$ cat src/rtl/pci_pkg.sv
// ----------------------------------------------------------------------------
// pci_pkg
// Shared widths, types and command/status bundles of the polygon corner
// intersector.
// ----------------------------------------------------------------------------
`default_nettype none

package pci_pkg;

  // Field widths
  localparam int unsigned CoordW   = 12;
  localparam int unsigned OutW     = 24;
  localparam int unsigned FracBits = 8;
  localparam int unsigned DefSides = 8;

  // Datapath widths, sized for 12-bit unsigned endpoints
  localparam int unsigned DiffW     = CoordW + 1;                // endpoint difference
  localparam int unsigned CrossW    = 2 * DiffW;                 // cross product, signed
  localparam int unsigned CrossMagW = CrossW - 1;                // |cross product|
  localparam int unsigned ProdW     = DiffW + CrossW - 1;        // d1 * numerator, signed
  localparam int unsigned MagW      = ProdW - 1;                 // |d1 * numerator|
  localparam int unsigned DvdW      = MagW + FracBits + 2;       // 2|n| + |d|
  localparam int unsigned DsrW      = CrossMagW + 1;             // 2|d|
  localparam int unsigned SumW      = DvdW + 2;                  // base + signed quotient
  localparam int unsigned DivSteps  = DvdW;                      // one quotient bit a step
  localparam int unsigned DivCntW   = $clog2(DivSteps);

  typedef struct packed {
    logic [CoordW-1:0] y1;
    logic [CoordW-1:0] x1;
    logic [CoordW-1:0] y0;
    logic [CoordW-1:0] x0;
  } line_t;

  typedef enum logic [2:0] {
    ST_IDLE,
    ST_CROSS,
    ST_CHECK,
    ST_PREP,
    ST_DIV,
    ST_EMIT
  } state_e;

  // Controller to datapath
  typedef struct packed {
    logic accept;      // take the input line
    logic first_side;  // input line opens a polygon
    logic pair1;       // load current line against first line
    logic form_cross;  // form cross products
    logic scale;       // form scaled numerators
    logic prep;        // set up the divider
    logic step;        // one divider step
    logic load_out;    // load the output register
    logic abort;       // result is a parallel abort
    logic last_out;    // result closes the polygon
  } pci_cmd_t;

  // Datapath to controller
  typedef struct packed {
    logic parallel;
  } pci_sts_t;

endpackage

`default_nettype wire

$ cat src/rtl/pci_dp.sv
// ----------------------------------------------------------------------------
// pci_dp
// Datapath: line storage, cross products, two-lane restoring divider sharing
// one divisor, rounding, saturation and the output register.
// ----------------------------------------------------------------------------
`default_nettype none

module pci_dp import pci_pkg::*; (
  input  logic                   clk_i,
  input  line_t                  line_i,
  input  pci_cmd_t               cmd_i,
  output pci_sts_t               sts_o,
  output logic signed [OutW-1:0] corner_x_o,
  output logic signed [OutW-1:0] corner_y_o,
  output logic                   status_o,
  output logic                   final_corner_o
);

  localparam logic signed [SumW-1:0] SumMax = SumW'((2 ** (OutW - 1)) - 1);
  localparam logic signed [SumW-1:0] SumMin = -SumW'(2 ** (OutW - 1));

  line_t cur_q, first_q, prior_q, a_q, b_q;

  logic signed [CrossW-1:0] cr_q, num_q;
  logic signed [ProdW-1:0]  nx_q, ny_q;
  logic [DsrW-1:0]          dsr_q;
  logic [DvdW-1:0]          dvdx_q, dvdy_q;
  logic [DsrW-1:0]          remx_q, remy_q;
  logic                     negx_q, negy_q;

  logic signed [OutW-1:0] corner_x_q, corner_y_q;
  logic                   status_q, final_q;

  logic signed [DiffW-1:0] d1x, d1y, d2x, d2y, xx, xy;
  logic [CrossMagW-1:0]    abs_cr;
  logic [DsrW:0]           remx_sh, remy_sh;
  logic                    gex, gey;
  logic signed [OutW-1:0]  cx, cy;

  // Zero-extended difference of two coordinates
  function automatic logic signed [DiffW-1:0] diff(input logic [CoordW-1:0] hi,
                                                   input logic [CoordW-1:0] lo);
    return $signed({1'b0, hi}) - $signed({1'b0, lo});
  endfunction

  // Magnitude of the scaled numerator, times two, plus |d| for rounding
  function automatic logic [DvdW-1:0] dividend(input logic signed [ProdW-1:0] n,
                                               input logic [CrossMagW-1:0] d);
    logic [ProdW-1:0] mag;
    mag = n[ProdW-1] ? -n : n;
    return {mag[MagW-1:0], {(FracBits + 1){1'b0}}} + DvdW'(d);
  endfunction

  // Add the base coordinate to the signed quotient and clamp to Q15.8
  function automatic logic signed [OutW-1:0] corner(input logic [CoordW-1:0] base,
                                                    input logic [DvdW-1:0] q,
                                                    input logic neg);
    logic signed [SumW-1:0] qs;
    logic signed [SumW-1:0] sum;
    qs  = neg ? -$signed(SumW'(q)) : $signed(SumW'(q));
    sum = $signed(SumW'({base, {FracBits{1'b0}}})) + qs;
    if (sum > SumMax) begin
      return SumMax[OutW-1:0];
    end else if (sum < SumMin) begin
      return SumMin[OutW-1:0];
    end
    return sum[OutW-1:0];
  endfunction

  // Directions and offset of the current pair
  assign d1x = diff(a_q.x1, a_q.x0);
  assign d1y = diff(a_q.y1, a_q.y0);
  assign d2x = diff(b_q.x1, b_q.x0);
  assign d2y = diff(b_q.y1, b_q.y0);
  assign xx  = diff(b_q.x0, a_q.x0);
  assign xy  = diff(b_q.y0, a_q.y0);

  assign abs_cr = cr_q[CrossW-1] ? CrossMagW'(-cr_q) : cr_q[CrossMagW-1:0];

  // Divider step compare
  assign remx_sh = {remx_q, dvdx_q[DvdW-1]};
  assign remy_sh = {remy_q, dvdy_q[DvdW-1]};
  assign gex     = (remx_sh >= {1'b0, dsr_q});
  assign gey     = (remy_sh >= {1'b0, dsr_q});

  assign cx = corner(a_q.x0, dvdx_q, negx_q);
  assign cy = corner(a_q.y0, dvdy_q, negy_q);

  assign sts_o.parallel = (cr_q == '0);

  // Line storage and pair selection
  always_ff @(posedge clk_i) begin
    if (cmd_i.accept) begin
      cur_q   <= line_i;
      prior_q <= line_i;
      a_q     <= prior_q;
      b_q     <= line_i;
      if (cmd_i.first_side) begin
        first_q <= line_i;
      end
    end else if (cmd_i.pair1) begin
      a_q <= cur_q;
      b_q <= first_q;
    end
  end

  // Cross products and scaled numerators
  always_ff @(posedge clk_i) begin
    if (cmd_i.form_cross) begin
      cr_q  <= d1x * d2y - d1y * d2x;
      num_q <= xx * d2y - xy * d2x;
    end
    if (cmd_i.scale) begin
      nx_q <= d1x * num_q;
      ny_q <= d1y * num_q;
    end
  end

  // Divider setup and steps
  always_ff @(posedge clk_i) begin
    if (cmd_i.prep) begin
      dsr_q  <= {abs_cr, 1'b0};
      dvdx_q <= dividend(nx_q, abs_cr);
      dvdy_q <= dividend(ny_q, abs_cr);
      remx_q <= '0;
      remy_q <= '0;
      negx_q <= nx_q[ProdW-1] ^ cr_q[CrossW-1];
      negy_q <= ny_q[ProdW-1] ^ cr_q[CrossW-1];
    end else if (cmd_i.step) begin
      remx_q <= gex ? DsrW'(remx_sh - {1'b0, dsr_q}) : remx_sh[DsrW-1:0];
      remy_q <= gey ? DsrW'(remy_sh - {1'b0, dsr_q}) : remy_sh[DsrW-1:0];
      dvdx_q <= {dvdx_q[DvdW-2:0], gex};
      dvdy_q <= {dvdy_q[DvdW-2:0], gey};
    end
  end

  // Output register
  always_ff @(posedge clk_i) begin
    if (cmd_i.load_out) begin
      corner_x_q <= cmd_i.abort ? '0 : cx;
      corner_y_q <= cmd_i.abort ? '0 : cy;
      status_q   <= cmd_i.abort;
      final_q    <= cmd_i.last_out;
    end
  end

  assign corner_x_o     = corner_x_q;
  assign corner_y_o     = corner_y_q;
  assign status_o       = status_q;
  assign final_corner_o = final_q;

endmodule

`default_nettype wire

$ cat config.mk
export PLATFORM = sky130hd
export DESIGN_NAME = pci_dp
export DESIGN_NICKNAME = d
export VERILOG_FILES = /design/src/rtl/pci_pkg.sv /design/src/rtl/pci_dp.sv
export SDC_FILE = /design/constraint.sdc
export NUM_CORES = 2
export LEC_CHECK = 0
export BUFFER_PORTS_ARGS = -buffer_cell sky130_fd_sc_hd__clkbuf_2
export CAP_MARGIN = 10
export CORE_AREA = 5 5 405 606
export CTS_BUF_LIST = sky130_fd_sc_hd__clkbuf_4 sky130_fd_sc_hd__clkbuf_8
export DETAILED_ROUTE_END_ITERATION = 12
export DIE_AREA = 0 0 410 611
export PLACE_DENSITY = 0.5
export SETUP_SLACK_MARGIN = 0.02
export SYNTH_ARGS = -nofsm -noshare
export SYNTH_HDL_FRONTEND = slang
export SYNTH_SLANG_ARGS = --single-unit
$ cat constraint.sdc
create_clock -name clk_i -period 12 [get_ports clk_i]
set_clock_uncertainty 0.05 [all_clocks]
set_input_delay 3.6 -clock clk_i [delete_from_list [all_inputs] [get_ports clk_i]]
set_output_delay 3.6 -clock clk_i [all_outputs]
set_load 0.05 [all_outputs]
==> flow_summary.json <==
{
  "status": "complete, no violations",
  "maxCapViolCount": 0,
  "grt_overflow": 0,
  "synth_nets": 10740,
  "clk_pin_slew_ps": 80,
  "regArea_um2": 15790,
  "synth_top_flop_cell": "edfxtp_1",
  "post-route-min-period_ps": 10710,
  "drive_above_1_share_pct": 7.547,
  "synthArstFlopShare_pct": 0,
  "dp.cells": 11770,
  "cts_root_buffer": "clkbuf_8",
  "drc": 0,
  "ys_ff_latch": 543,
  "worstMarginPinSlew_ps": 1304,
  "dp.final_hpwl_um": 215300,
  "pin_count": 110,
  "hold_viol_final": 0,
  "grt_use_total_pct": 21.19,
  "post_drt_wl_per_cell_um": 22.10,
  "cts_hold_buf": 0,
  "postCtsResizedCells": 0,
  "cts_buffer_depth": 3,
  "dieArea_um2": 250500,
  "setup_viol": 0,
  "synthDistinctLibCells": 88,
  "cts_tree": "built",
  "synthTopCellsByArea": "fa_1, edfxtp_1, ha_1",
  "finalWorstSetupSlack_ps": 1291,
  "fmax_mhz": 93.38,
  "avgViaCountPerCell": 5.148,
  "start_kind": "register",
  "worstPathArrival_ps": 11200,
  "netlist.area_leader.share_pct": 32.87,
  "clkSinkCount": 543,
  "drv_slew": 0,
  "avgSynthCellArea_um2": 9.579,
  "netlist_instances": 8711,
  "ant_nets": 0,
  "cts_setup_buffers": 0,
  "dr.first_iter.drc_count": 3175,
  "cp_max_fo": 25,
  "num-fill-cells": 23940,
  "grt_pass1_vias": 67180,
  "ys_seq_area_share_pct": 18.92,
  "syn-cell-area_um2": 83440,
  "cp-end-kind": "register",
  "port_buffers": 109,
  "slew-limit-headroom_pct": 12.97,
  "synthTopCellsByCount": "inv_1, fa_1, nand2_1",
  "worstSetupPathType": "register to register",
  "drt-total-wl_um": 264200,
  "pre_cts_slack_ps": 1363,
  "grt_max_degree": 66,
  "synth_edf_count": 491,
  "fin_setup_tns_ps": 0,
  "grt_pass1_wl_um": 403800,
  "post-route-period-util_pct": 89.24,
  "die_x_um": 410,
  "rsz0062_at_grt": "no",
  "clk_latency_ps": 830,
  "final_cells": 11950,
  "hp-class": "register to register",
  "dr.pass1.iters": 5,
  "slowest_stage": "a2111oi_0",
  "start_util_pct": 34.88,
  "yosysMostFrequentCell": "inv_1",
  "nNetsFinal": 10790,
  "synth_area_leader_cell": "fa_1",
  "slowest_delay_ps": 880,
  "worst-endpoint-required_ps": 12500,
  "cpMostUsedCell": "fa_1",
  "num_rows": 220,
  "ys_warn_count": 0,
  "area_growth_pct": 8.195,
  "cts_made_buffers": 96,
  "coreArea_um2": 239200,
  "gp_congestion": 0.9223,
  "grt_antenna_before_repair": 20,
  "vias": 61530,
  "die_y_um": 611,
  "multiInputGateArea_um2": 60780,
  "post-route-util_pct": 37.74,
  "h-tree-depth": 3
}
per-layer routing:
| metal | part of all wire [%] | GRT usage [%] |
|---|---|---|
| met5 | 0.017 | 0 |
| met3 | 4.3 | 3.043 |
| met2 | 53 | 40.23 |
| met4 | 7.0 | 12.05 |
| met1 | 35 | 22.19 |
critical path, delay by kind of cell (launching register included):
family	cells	cell delay, ps
xor+xnor	2	890
simple gates	4	590
fa+ha+maj	9	3610
flops	1	450
buf+inv	6	880
compound gates	14	3900
area by class of cell:
class / instances / area share [%]
antenna: 7 / 0.01940
clock buffer: 122 / 1.714
clock inverter: 55 / 0.6431
inverter: 1596 / 6.639
multi-input combinational: 6263 / 67.33
sequential: 543 / 17.49
tap: 3108 / 4.308
timing repair buffer: 259 / 1.864
path summary, 6_finish.rpt:
path                            depth (start not counted)  slack [ps]  endpoint         from
worst max-delay path                                   35        1290  nx_q[36]       a_q[0]
worst min-delay path                                    0         360   a_q[41]  prior_q[41]
worst max register to register                         35        1290  nx_q[36]       a_q[0]
worst min register to register                          0         360   a_q[41]  prior_q[41]
registers in the layout (all words and copies together) (netlist names), 38 cells and up:
signal,flops
a_q,48
b_q,48
dvdx_q,47
dvdy_q,47
first_q,48
nx_q,38
ny_q,38
prior_q,48
cell families after synthesis:
kind of cell	Yosys count	share of synthesized area [%]
flip-flops	543	18.92
adder cells (fa/ha/maj)	1967	41.82
AO/OA/AOI/OAI	1018	8.174
multiplexers	143	1.870
XOR/XNOR	575	6.036
AND/OR/NAND/NOR	2560	14.59
buffers and inverters	1905	8.588
per-stage QoR:
stage | area, um^2 | hold WS (ps)
finish | 90280 | 360.4
global route | 90270 | 354.0
CTS | 90260 | 347.3
detailed placement | 88130 | 354.5
global placement | 88120 | 350.7
floorplan | 83440 | 350.3
cell usage in the layout, fill, tap and decap left out, drive strengths merged, types with 103 or more instances in the layout:
master / instances
inv: 1599
fa: 1370
nand2: 835
nor2: 672
ha: 597
edfxtp: 491
xnor2: 388
clkbuf: 227
and2: 226
o21ai: 223
a21oi: 219
xor2: 187
buf: 154
nand2b: 149
nor3: 141
mux2: 103
Power is left out: the tool's default activity adds up to more than one toggle a clock period on the data nets, which glitch-free logic cannot reach.
