`src/rtl/pci_pkg.sv`:
```
// ----------------------------------------------------------------------------
// pci_pkg
// Shared widths, types and command/status bundles of the polygon corner
// intersector.
// ----------------------------------------------------------------------------
`default_nettype none

package pci_pkg;

  // Field widths
  localparam int unsigned CoordW   = 12;
  localparam int unsigned OutW     = 24;
  localparam int unsigned FracBits = 8;
  localparam int unsigned DefSides = 8;

  // Datapath widths, sized for 12-bit unsigned endpoints
  localparam int unsigned DiffW     = CoordW + 1;                // endpoint difference
  localparam int unsigned CrossW    = 2 * DiffW;                 // cross product, signed
  localparam int unsigned CrossMagW = CrossW - 1;                // |cross product|
  localparam int unsigned ProdW     = DiffW + CrossW - 1;        // d1 * numerator, signed
  localparam int unsigned MagW      = ProdW - 1;                 // |d1 * numerator|
  localparam int unsigned DvdW      = MagW + FracBits + 2;       // 2|n| + |d|
  localparam int unsigned DsrW      = CrossMagW + 1;             // 2|d|
  localparam int unsigned SumW      = DvdW + 2;                  // base + signed quotient
  localparam int unsigned DivSteps  = DvdW;                      // one quotient bit a step
  localparam int unsigned DivCntW   = $clog2(DivSteps);

  typedef struct packed {
    logic [CoordW-1:0] y1;
    logic [CoordW-1:0] x1;
    logic [CoordW-1:0] y0;
    logic [CoordW-1:0] x0;
  } line_t;

  typedef enum logic [2:0] {
    ST_IDLE,
    ST_CROSS,
    ST_CHECK,
    ST_PREP,
    ST_DIV,
    ST_EMIT
  } state_e;

  // Controller to datapath
  typedef struct packed {
    logic accept;      // take the input line
    logic first_side;  // input line opens a polygon
    logic pair1;       // load current line against first line
    logic form_cross;  // form cross products
    logic scale;       // form scaled numerators
    logic prep;        // set up the divider
    logic step;        // one divider step
    logic load_out;    // load the output register
    logic abort;       // result is a parallel abort
    logic last_out;    // result closes the polygon
  } pci_cmd_t;

  // Datapath to controller
  typedef struct packed {
    logic parallel;
  } pci_sts_t;

endpackage

`default_nettype wire

```
`src/rtl/pci_ctrl.sv`:
```
// ----------------------------------------------------------------------------
// pci_ctrl
// Sequencer: side counting, abort tracking, divider step count and the
// output valid flag.
// ----------------------------------------------------------------------------
`default_nettype none

module pci_ctrl import pci_pkg::*; #(
  parameter int unsigned SIDES = DefSides
) (
  input  logic     clk_i,
  input  logic     rst_ni,
  input  logic     in_valid_i,
  output logic     in_ready_o,
  input  logic     out_ready_i,
  output logic     out_valid_o,
  input  pci_sts_t sts_i,
  output pci_cmd_t cmd_o
);

  localparam int unsigned CntW = $clog2(SIDES);

  state_e             state_q, state_d;
  logic [CntW-1:0]    side_q, side_d;
  logic               aborted_q, aborted_d;
  logic               last_q, last_d;
  logic               pass_q, pass_d;
  logic               abort_q, abort_d;
  logic [DivCntW-1:0] div_cnt_q, div_cnt_d;
  logic               out_valid_q, out_valid_d;
  logic               slot_free;
  logic               side_last;

  // State and control registers
  always_ff @(posedge clk_i or negedge rst_ni) begin
    if (!rst_ni) begin
      state_q     <= ST_IDLE;
      side_q      <= '0;
      aborted_q   <= 1'b0;
      last_q      <= 1'b0;
      pass_q      <= 1'b0;
      abort_q     <= 1'b0;
      div_cnt_q   <= '0;
      out_valid_q <= 1'b0;
    end else begin
      state_q     <= state_d;
      side_q      <= side_d;
      aborted_q   <= aborted_d;
      last_q      <= last_d;
      pass_q      <= pass_d;
      abort_q     <= abort_d;
      div_cnt_q   <= div_cnt_d;
      out_valid_q <= out_valid_d;
    end
  end

  assign slot_free   = !out_valid_q || out_ready_i;
  assign side_last   = (side_q == CntW'(SIDES - 1));
  assign out_valid_o = out_valid_q;

  // Next state and commands
  always_comb begin
    state_d     = state_q;
    side_d      = side_q;
    aborted_d   = aborted_q;
    last_d      = last_q;
    pass_d      = pass_q;
    abort_d     = abort_q;
    div_cnt_d   = div_cnt_q;
    out_valid_d = out_valid_q && !out_ready_i;
    in_ready_o  = 1'b0;
    cmd_o       = '0;

    case (state_q)
      ST_IDLE: begin
        in_ready_o = 1'b1;
        if (in_valid_i) begin
          cmd_o.accept     = 1'b1;
          cmd_o.first_side = (side_q == '0);
          side_d           = side_last ? '0 : side_q + 1'b1;
          last_d           = side_last;
          pass_d           = 1'b0;
          abort_d          = 1'b0;
          if (side_q == '0) begin
            aborted_d = 1'b0;
          end else if (!aborted_q) begin
            state_d = ST_CROSS;
          end
        end
      end
      ST_CROSS: begin
        cmd_o.form_cross = 1'b1;
        state_d          = ST_CHECK;
      end
      ST_CHECK: begin
        if (sts_i.parallel) begin
          // Drop the rest of this polygon
          abort_d   = 1'b1;
          aborted_d = 1'b1;
          state_d   = ST_EMIT;
        end else begin
          cmd_o.scale = 1'b1;
          state_d     = ST_PREP;
        end
      end
      ST_PREP: begin
        cmd_o.prep = 1'b1;
        div_cnt_d  = '0;
        state_d    = ST_DIV;
      end
      ST_DIV: begin
        cmd_o.step = 1'b1;
        div_cnt_d  = div_cnt_q + 1'b1;
        if (div_cnt_q == DivCntW'(DivSteps - 1)) begin
          state_d = ST_EMIT;
        end
      end
      ST_EMIT: begin
        if (slot_free) begin
          cmd_o.load_out = 1'b1;
          cmd_o.abort    = abort_q;
          cmd_o.last_out = abort_q || pass_q;
          out_valid_d    = 1'b1;
          if (!abort_q && !pass_q && last_q) begin
            // Closing corner against the first line
            cmd_o.pair1 = 1'b1;
            pass_d      = 1'b1;
            state_d     = ST_CROSS;
          end else begin
            state_d = ST_IDLE;
          end
        end
      end
      default: begin
        state_d = ST_IDLE;
      end
    endcase
  end

endmodule

`default_nettype wire

```
`config.mk`:
```
export PLATFORM = sky130hd
export DESIGN_NAME = pci_ctrl
export DESIGN_NICKNAME = d
export VERILOG_FILES = /design/src/rtl/pci_pkg.sv /design/src/rtl/pci_ctrl.sv
export SDC_FILE = /design/constraint.sdc
export NUM_CORES = 1
export LEC_CHECK = 0
export BUFFER_PORTS_ARGS = -buffer_cell sky130_fd_sc_hd__buf_2
export CAP_MARGIN = 20
export CORE_ASPECT_RATIO = 1.25
export CORE_MARGIN = 8
export CORE_UTILIZATION = 28
export CTS_BUF_LIST = sky130_fd_sc_hd__clkbuf_8
export CTS_CLUSTER_DIAMETER = 50
export DETAILED_ROUTE_END_ITERATION = 10
export MAX_ROUTING_LAYER = met4
export PLACE_DENSITY = 0.56
export SETUP_SLACK_MARGIN = 0.2
export SLEW_MARGIN = 20
export SYNTH_ARGS = -nofsm -noshare
export SYNTH_HDL_FRONTEND = slang
export SYNTH_SLANG_ARGS = --single-unit
```
`constraint.sdc`:
```
create_clock -name clk_i -period 4 [get_ports clk_i]
set_input_delay 0.4 -clock clk_i [delete_from_list [all_inputs] [get_ports clk_i]]
set_output_delay 0.4 -clock clk_i [all_outputs]
set_load 0.02 [all_outputs]
```
==> impl_metrics.env, run 1 <==
export IMPL_status="finished, final reports clean"
export IMPL_postRouteAntennaNets=0
export IMPL_worst_ep_required_time_ps=3600
export IMPL_met1_usage_pct=9.66
export IMPL_clk_path_buf_depth=2
export IMPL_fmax_mhz=497
export IMPL_portBuffers=16
export IMPL_leakagePower_nw=0.548
export IMPL_crit_slowest_cell="dfrtp_1"
export IMPL_globalplace_congestion=0.779
export IMPL_synthAdderAreaFrac_pct=6.70
export IMPL_relSlewSlack_pct=69.8
export IMPL_die_h_um=80.6
export IMPL_cts_clk_slew_worst_paths_ps=70
export IMPL_synthMuxAreaShare_pct=3.49
export IMPL_stdcell_count=146
export IMPL_drc=0
export IMPL_rows=23
export IMPL_yosysWarningCount=0
export IMPL_rsz0062_at_grt="false"
export IMPL_num_antenna_cells=0
export IMPL_slew_viol_final=0
export IMPL_fp_dieArea_um2=5450
export IMPL_design_area_um2=1070
export IMPL_yosys_register_bits=17
export IMPL_seq_power_share_pct=43.1
export IMPL_postCtsSetupBuffers=0
export IMPL_synth_edff_count=0
export IMPL_ys_seq_area_share_pct=45.6
export IMPL_finalCriticalPeriod_ps=2010
export IMPL_numCtsBuffers=3
export IMPL_synthFlopType="dfrtp_1"
export IMPL_syn_inst=92
export IMPL_finalCritPeriodShare_pct=50.3
export IMPL_finalNetCount=120
export IMPL_synth_area_top_cells="dfrtp_1 (46%), ha_1 (6.7%), o21ai_0 (4.3%), nand2_1 (4.0%), nand3_1 (3.2%)"
export IMPL_drt_pass1_iterations=4
export IMPL_hold_buffers=0
export IMPL_skew_ps=2.22
export IMPL_dr_total_vias=699
export IMPL_yosysTopAreaCellShare_pct=45.6
export IMPL_track_usage_pct=7.87
export IMPL_nFillCells=333
export IMPL_async_flop_share_pct=100
export IMPL_crit_top_cell="and3_1"
export IMPL_antenna_found_initial=0
export IMPL_core_area_um2=3190
export IMPL_htree_num_levels=1
export IMPL_tightest_slew_ps=453
export IMPL_yosysTopAreaCell="dfrtp_1"
export IMPL_gr_total_overflow=0
export IMPL_cts_root_buf="clkbuf_8"
export IMPL_combPwrFrac_pct=39.8
export IMPL_wl_per_cell_um=12.8
export IMPL_arrival_ps=1610
export IMPL_initial_core_util_pct=29.2
export IMPL_gr_max_usage_layer="met2"
export IMPL_hold_violations=0
export IMPL_crit_path_start_kind="flip-flop"
export IMPL_power_switching_uw=301
export IMPL_synth_most_common_cell="dfrtp_1"
export IMPL_finalSetupViolCount=0
export IMPL_cts_sinks=17
export IMPL_syn_avg_cell_area_um2=10.1
export IMPL_p_total_uw=725
export IMPL_met3_usage_pct=1.81
export IMPL_dpl_cell_count=142
export IMPL_cts_tree="yes"
export IMPL_die_w_um=67.6
export IMPL_post_cts_resized=0
export IMPL_synth_xor_xnor_area_share_pct=0
export IMPL_worstPathCellList="nor2b_2 -> and3_1 -> and3_1 -> buf_2"
export IMPL_insertion_delay_ps=250
export IMPL_path_class="reg -> out"
export IMPL_synth_simple_area_share_pct=26.8
export IMPL_synth_common_cells="dfrtp_1 (17), nand2_1 (10), o21ai_0 (8)"
export IMPL_synth_top_family_by_area="simple AND/OR/NAND/NOR gates"
export IMPL_grt_met2_usage_pct=11.5
export IMPL_max_cap_violations=0
export IMPL_dp_hpwl_um=1430
export IMPL_switching_share_pct=41.5
export IMPL_grt_max_degree=18
export IMPL_grt_pass1_vias=735
export IMPL_endpoint_kind="primary output"
export IMPL_via_per_inst=4.79
export IMPL_ios=17
export IMPL_synth_area_um2=933
export IMPL_cpPeakStageDelay_ps=530
export IMPL_clkPwrFrac_pct=17.1
export IMPL_layout_drive_gt1_share_pct=25.7
export IMPL_grt_pass1_wl_um=3260
export IMPL_min_path_type="in -> async"
export IMPL_fin_tns_setup_ps=0
export IMPL_synth_compound_area_share_pct=10.7
export IMPL_area_delta_synth_final_pct=14.5
export IMPL_placed_area_um2=1020
export IMPL_fin_util_pct=33.5
export IMPL_syn_num_nets=102
export IMPL_synth_distinct_cells=36
export IMPL_drt_initial_drc_count=11
export IMPL_cellPowerDensity_nw_per_um2=678
export IMPL_path_max_fanout=10
export IMPL_power_internal_uw=424
export IMPL_peakVddDrop_v=0.000373
export IMPL_routed_wl_um=1860
layout make-up:
cell class              instances  area (um2)  area share (%)
flip-flops and latches         17         425            39.8
clock buffers                   3        41.3            3.86
multi-input cells              65         445            41.7
inverters                       7        26.3            2.46
well taps                      37        46.3            4.33
repair buffers                 16        80.1            7.49
clock inverters                 1        3.75           0.351
stage by stage:
stage / hold WS [ps] / setup slack, ps
after global routing: 102 / 1860
after floorplan: 104 / 2280
after CTS: 77.6 / 1990
after detailed placement: 348 / 2260
final: 67.1 / 1990
after global placement: 351 / 2310
layout by cell type (no fill, tap or decap), drive strengths merged, types with 2 or more instances in the layout:
| master | instances |
|---|---|
| dfrtp | 17 |
| buf | 16 |
| nand2 | 11 |
| inv | 8 |
| o21ai | 8 |
| nor2 | 6 |
| nand3 | 6 |
| ha | 5 |
| clkbuf | 3 |
| and3 | 3 |
| nand2b | 2 |
| mux2 | 2 |
| nor3b | 2 |
| nor2b | 2 |
| nand4 | 2 |
logic make-up (layout without fill, tap and decap cells):
kind of cell,Yosys count,count (layout)
and+or+nand+nor,41,41
DFF,17,17
AOI/OAI and AO/OA,16,16
buffers and inverters,10,27
adders and majority gates,5,5
muxes,3,3
worst max-delay path: cells and delay by family, from the launching register on:
kind | cells | cell delay [ps]
buffers and inverters | 1 | 170
flip-flops | 1 | 530
AND/OR/NAND/NOR | 3 | 670
worst paths after layout:
path	startpoint	to	cells past startpoint	slack, ps
max in group asynchronous	rst_ni	div_cnt_q[2]	1	3660
min reg2reg	div_cnt_q[5]	div_cnt_q[5]	1	480
min	rst_ni	last_q	1	70
max reg2reg	state_q[0]	div_cnt_q[5]	4	2460
max	state_q[2]	cmd_o[7]	4	1990
min in group clk_i	sts_i	aborted_q	3	460
power by group through the flow:
stage / Sequential (mW) / Clock [mW] / Combinational [mW]
global route: 0.324 / 0.135 / 0.333
detailed placement: 0.315 / 0 / 0.293
finish: 0.312 / 0.124 / 0.289
CTS: 0.311 / 0.130 / 0.295
floorplan: 0.279 / 0 / 0.264
global placement: 0.311 / 0 / 0.288
layer usage:
metal / vias to the layer above / part of all wire, %
met1: 324 / 47
met4: 0 / 2.1
met5: - / 0
met2: 13 / 47
met3: 4 / 3.3
li1: 358 / -
registers in the layout, indices dropped and copies added, names as in the netlist:
signal / cells
out_valid_o: 1
side_q: 3
abort_q: 1
state_q: 3
last_q: 1
aborted_q: 1
pass_q: 1
div_cnt_q: 6
(Power assumes the default switching activity.)
==> inputs of run 2 (changes only) <==
--- a/config.mk
+++ b/config.mk
@@ -5,6 +5,7 @@
 export SDC_FILE = /design/constraint.sdc
 export NUM_CORES = 1
 export LEC_CHECK = 0
+export ABC_AREA = 1
 export BUFFER_PORTS_ARGS = -buffer_cell sky130_fd_sc_hd__buf_2
 export CAP_MARGIN = 20
 export CORE_ASPECT_RATIO = 1.25
@@ -14,7 +15,7 @@
 export CTS_CLUSTER_DIAMETER = 50
 export DETAILED_ROUTE_END_ITERATION = 10
 export MAX_ROUTING_LAYER = met4
-export PLACE_DENSITY = 0.56
+export PLACE_DENSITY = 0.55
 export SETUP_SLACK_MARGIN = 0.2
 export SLEW_MARGIN = 20
 export SYNTH_ARGS = -nofsm -noshare
==> constraint.sdc (replaced) <==
create_clock -name clk_i -period 2.1 [get_ports clk_i]
set_input_delay 0.21 -clock clk_i [delete_from_list [all_inputs] [get_ports clk_i]]
set_output_delay 0.21 -clock clk_i [all_outputs]
set_load 0.02 [all_outputs]
==> run 2 against run 1 <==
Wire length grew 18%. Hold slack improved by 120 ps. Clock power increased by 91%. Sequential power rose by 85%. Cell count grew 29%.
==> impl_metrics.env, run 2 <==
export IMPL_design_area_um2=1190
export IMPL_highest_layer="met4"
export IMPL_fin_tns_setup_ps=0
export IMPL_fp_dieArea_um2=5810
export IMPL_syn_inst=129
export IMPL_wl_met3_um=65
export IMPL_antenna_found_initial=0
export IMPL_drt_pass1_iterations=4
export IMPL_cts_sinks=17
export IMPL_fin_util_pct=34.1
export IMPL_synth_common_cells="nand2_1 (26), inv_1 (20), nor2_1 (18)"
export IMPL_worst_ep_required_time_ps=1890
export IMPL_yosys_register_bits=17
export IMPL_rows=24
export IMPL_synthFlopType="dfrtp_1"
export IMPL_path_max_fanout=8
export IMPL_clk_path_buf_depth=2
export IMPL_min_path_type="in -> reg"
export IMPL_ios=17
export IMPL_synth_edff_count=0
export IMPL_portBuffers=16
export IMPL_skew_ps=4.11
export IMPL_globalplace_congestion=0.764
export IMPL_num_antenna_cells=0
export IMPL_yosysWarningCount=0
export IMPL_finalCritPeriodShare_pct=82.5
export IMPL_arrival_ps=1520
export IMPL_cellPowerDensity_nw_per_um2=1330
export IMPL_numCtsBuffers=3
export IMPL_path_class="reg -> out"
export IMPL_synth_most_common_cell="nand2_1"
export IMPL_cts_clk_slew_worst_paths_ps=60
export IMPL_wl_per_cell_um=11.7
export IMPL_syn_avg_cell_area_um2=7.85
export IMPL_cts_root_buf="clkbuf_8"
export IMPL_wl_met2_um=1100
export IMPL_fmax_mhz=577
export IMPL_status="finished, final reports clean"
export IMPL_largest_register_ffs=6
export IMPL_largestRegisters="div_cnt_q x6, side_q x3, state_q x3"
export IMPL_yosysTopAreaCellShare_pct=42.0
export IMPL_routed_wl_um=2200
export IMPL_wl_met1_um=1020
export IMPL_postRouteAntennaNets=0
export IMPL_drc=0
export IMPL_endpoint_kind="primary output"
export IMPL_async_flop_share_pct=100
export IMPL_die_h_um=83.2
export IMPL_peakVddDrop_v=0.000625
export IMPL_initial_core_util_pct=29.1
export IMPL_cp_startpoint="state_q[2]"
export IMPL_htree_num_levels=1
export IMPL_area_delta_synth_final_pct=17.4
export IMPL_min_delay_start="sts_i"
export IMPL_layout_drive_gt1_share_pct=22.8
export IMPL_nFillCells=376
export IMPL_cts_tree="yes"
export IMPL_worst_hold_slack_ps=190
export IMPL_hold_violations=0
export IMPL_gr_total_overflow=0
export IMPL_relSlewSlack_pct=73.7
export IMPL_core_area_um2=3480
export IMPL_synth_distinct_cells=23
export IMPL_tightest_slew_ps=395
export IMPL_dr_total_vias=848
export IMPL_track_usage_pct=7.99
export IMPL_placed_area_um2=1130
export IMPL_syn_num_nets=139
export IMPL_drt_initial_drc_count=23
export IMPL_post_cts_resized=0
export IMPL_finalNetCount=160
export IMPL_final_cell_mix="nand2_1 (26), inv_1 (21), nor2_1 (18), dfrtp_1 (17), buf_2 (16)"
export IMPL_max_cap_violations=0
export IMPL_finalSetupViolCount=0
export IMPL_grt_pass1_wl_um=3850
export IMPL_ys_seq_area_share_pct=42.0
export IMPL_synth_area_um2=1010
export IMPL_rsz0062_at_grt="false"
export IMPL_slew_viol_final=0
export IMPL_synth_area_top_cells="dfrtp_1 (42%), nand2_1 (9.6%), inv_1 (7.4%), nor2_1 (6.7%), ha_1 (6.2%)"
export IMPL_reg2reg_from="state_q[2]"
export IMPL_grt_max_degree=18
export IMPL_crit_path_start_kind="flip-flop"
export IMPL_via_per_inst=4.51
export IMPL_dp_hpwl_um=1760
export IMPL_layout_commonest_cell="nand2_1"
export IMPL_largest_register="div_cnt_q"
export IMPL_insertion_delay_ps=250
export IMPL_finalCriticalPeriod_ps=1730
export IMPL_die_w_um=69.8
export IMPL_yosysTopAreaCell="dfrtp_1"
export IMPL_leakagePower_nw=0.664
export IMPL_grt_pass1_vias=876
export IMPL_p_total_mw=1.58
-- run 2: cell types whose count changed after synthesis, moves of 3 or more --
| cell | change |
|---|---|
| nand2_1 | +16 |
| inv_1 | +13 |
| nor2_1 | +12 |
| inv_2 | +4 |
| nand3_1 | +3 |
| nor2_4 | +3 |
| o21ai_1 | +4 |
-- run 2: cells by family (layout without fill, tap and decap cells) --
group	Yosys count	count (layout)	synth area share, %
simple gates	63	63	30.7
fa+ha+maj	5	5	6.18
flops	17	17	42.0
compound gates	17	17	10.0
xor+xnor	1	1	0.865
buf+inv	26	46	10.3
-- run 2: per-stage QoR --
step,setup WS [ps],instances
after floorplan,528,129
after global placement,664,183
after detailed placement,656,183
after CTS,373,188
after global routing,299,188
final,366,188
-- run 2: final timing paths --
path	cells past startpoint	to	slack (ps)
max reg2reg	5	state_q[0]	720
max in group asynchronous	2	last_q	1410
min reg2reg	2	pass_q	500
min in group asynchronous	2	div_cnt_q[4]	410
min	2	state_q[1]	190
max	5	cmd_o[7]	370
-- run 2: routing by layer --
metal	up-vias	track usage (%)
met5	-	-
met4	0	3.66
met3	4	1.79
met2	12	13.2
met1	393	8.86
li1	439	-
-- run 2: what timing repair did --
action,CTS,global route
buffers inserted,0,0
hold buffers,1,0
hold endpoints to repair,17,0
-- run 2: report_power, final --
group	total [mW]	switching (mW)	internal (mW)	leakage (nW)
registers	0.577	0.126	0.450	0.221
logic	0.768	0.505	0.263	0.416
clock network	0.237	0.107	0.130	0.0269
total	1.58	0.738	0.843	0.664
-- run 2: area by class of cell --
type	instances	area, um2	share of cell area [%]
timing repair buffer	17	90.1	7.58
tap	39	48.8	4.11
clock inverter	1	3.75	0.316
multi-input combinational	86	483	40.6
inverter	25	96.3	8.11
sequential	17	425	35.8
clock buffer	3	41.3	3.47
-- run 2: worst max-delay path, stage by stage, from the launching register on --
cell and delay (ps):
dfrtp_1 550, nand3_2 210, nor2_2 200, nand2_1 100
inv_1 50, buf_2 150
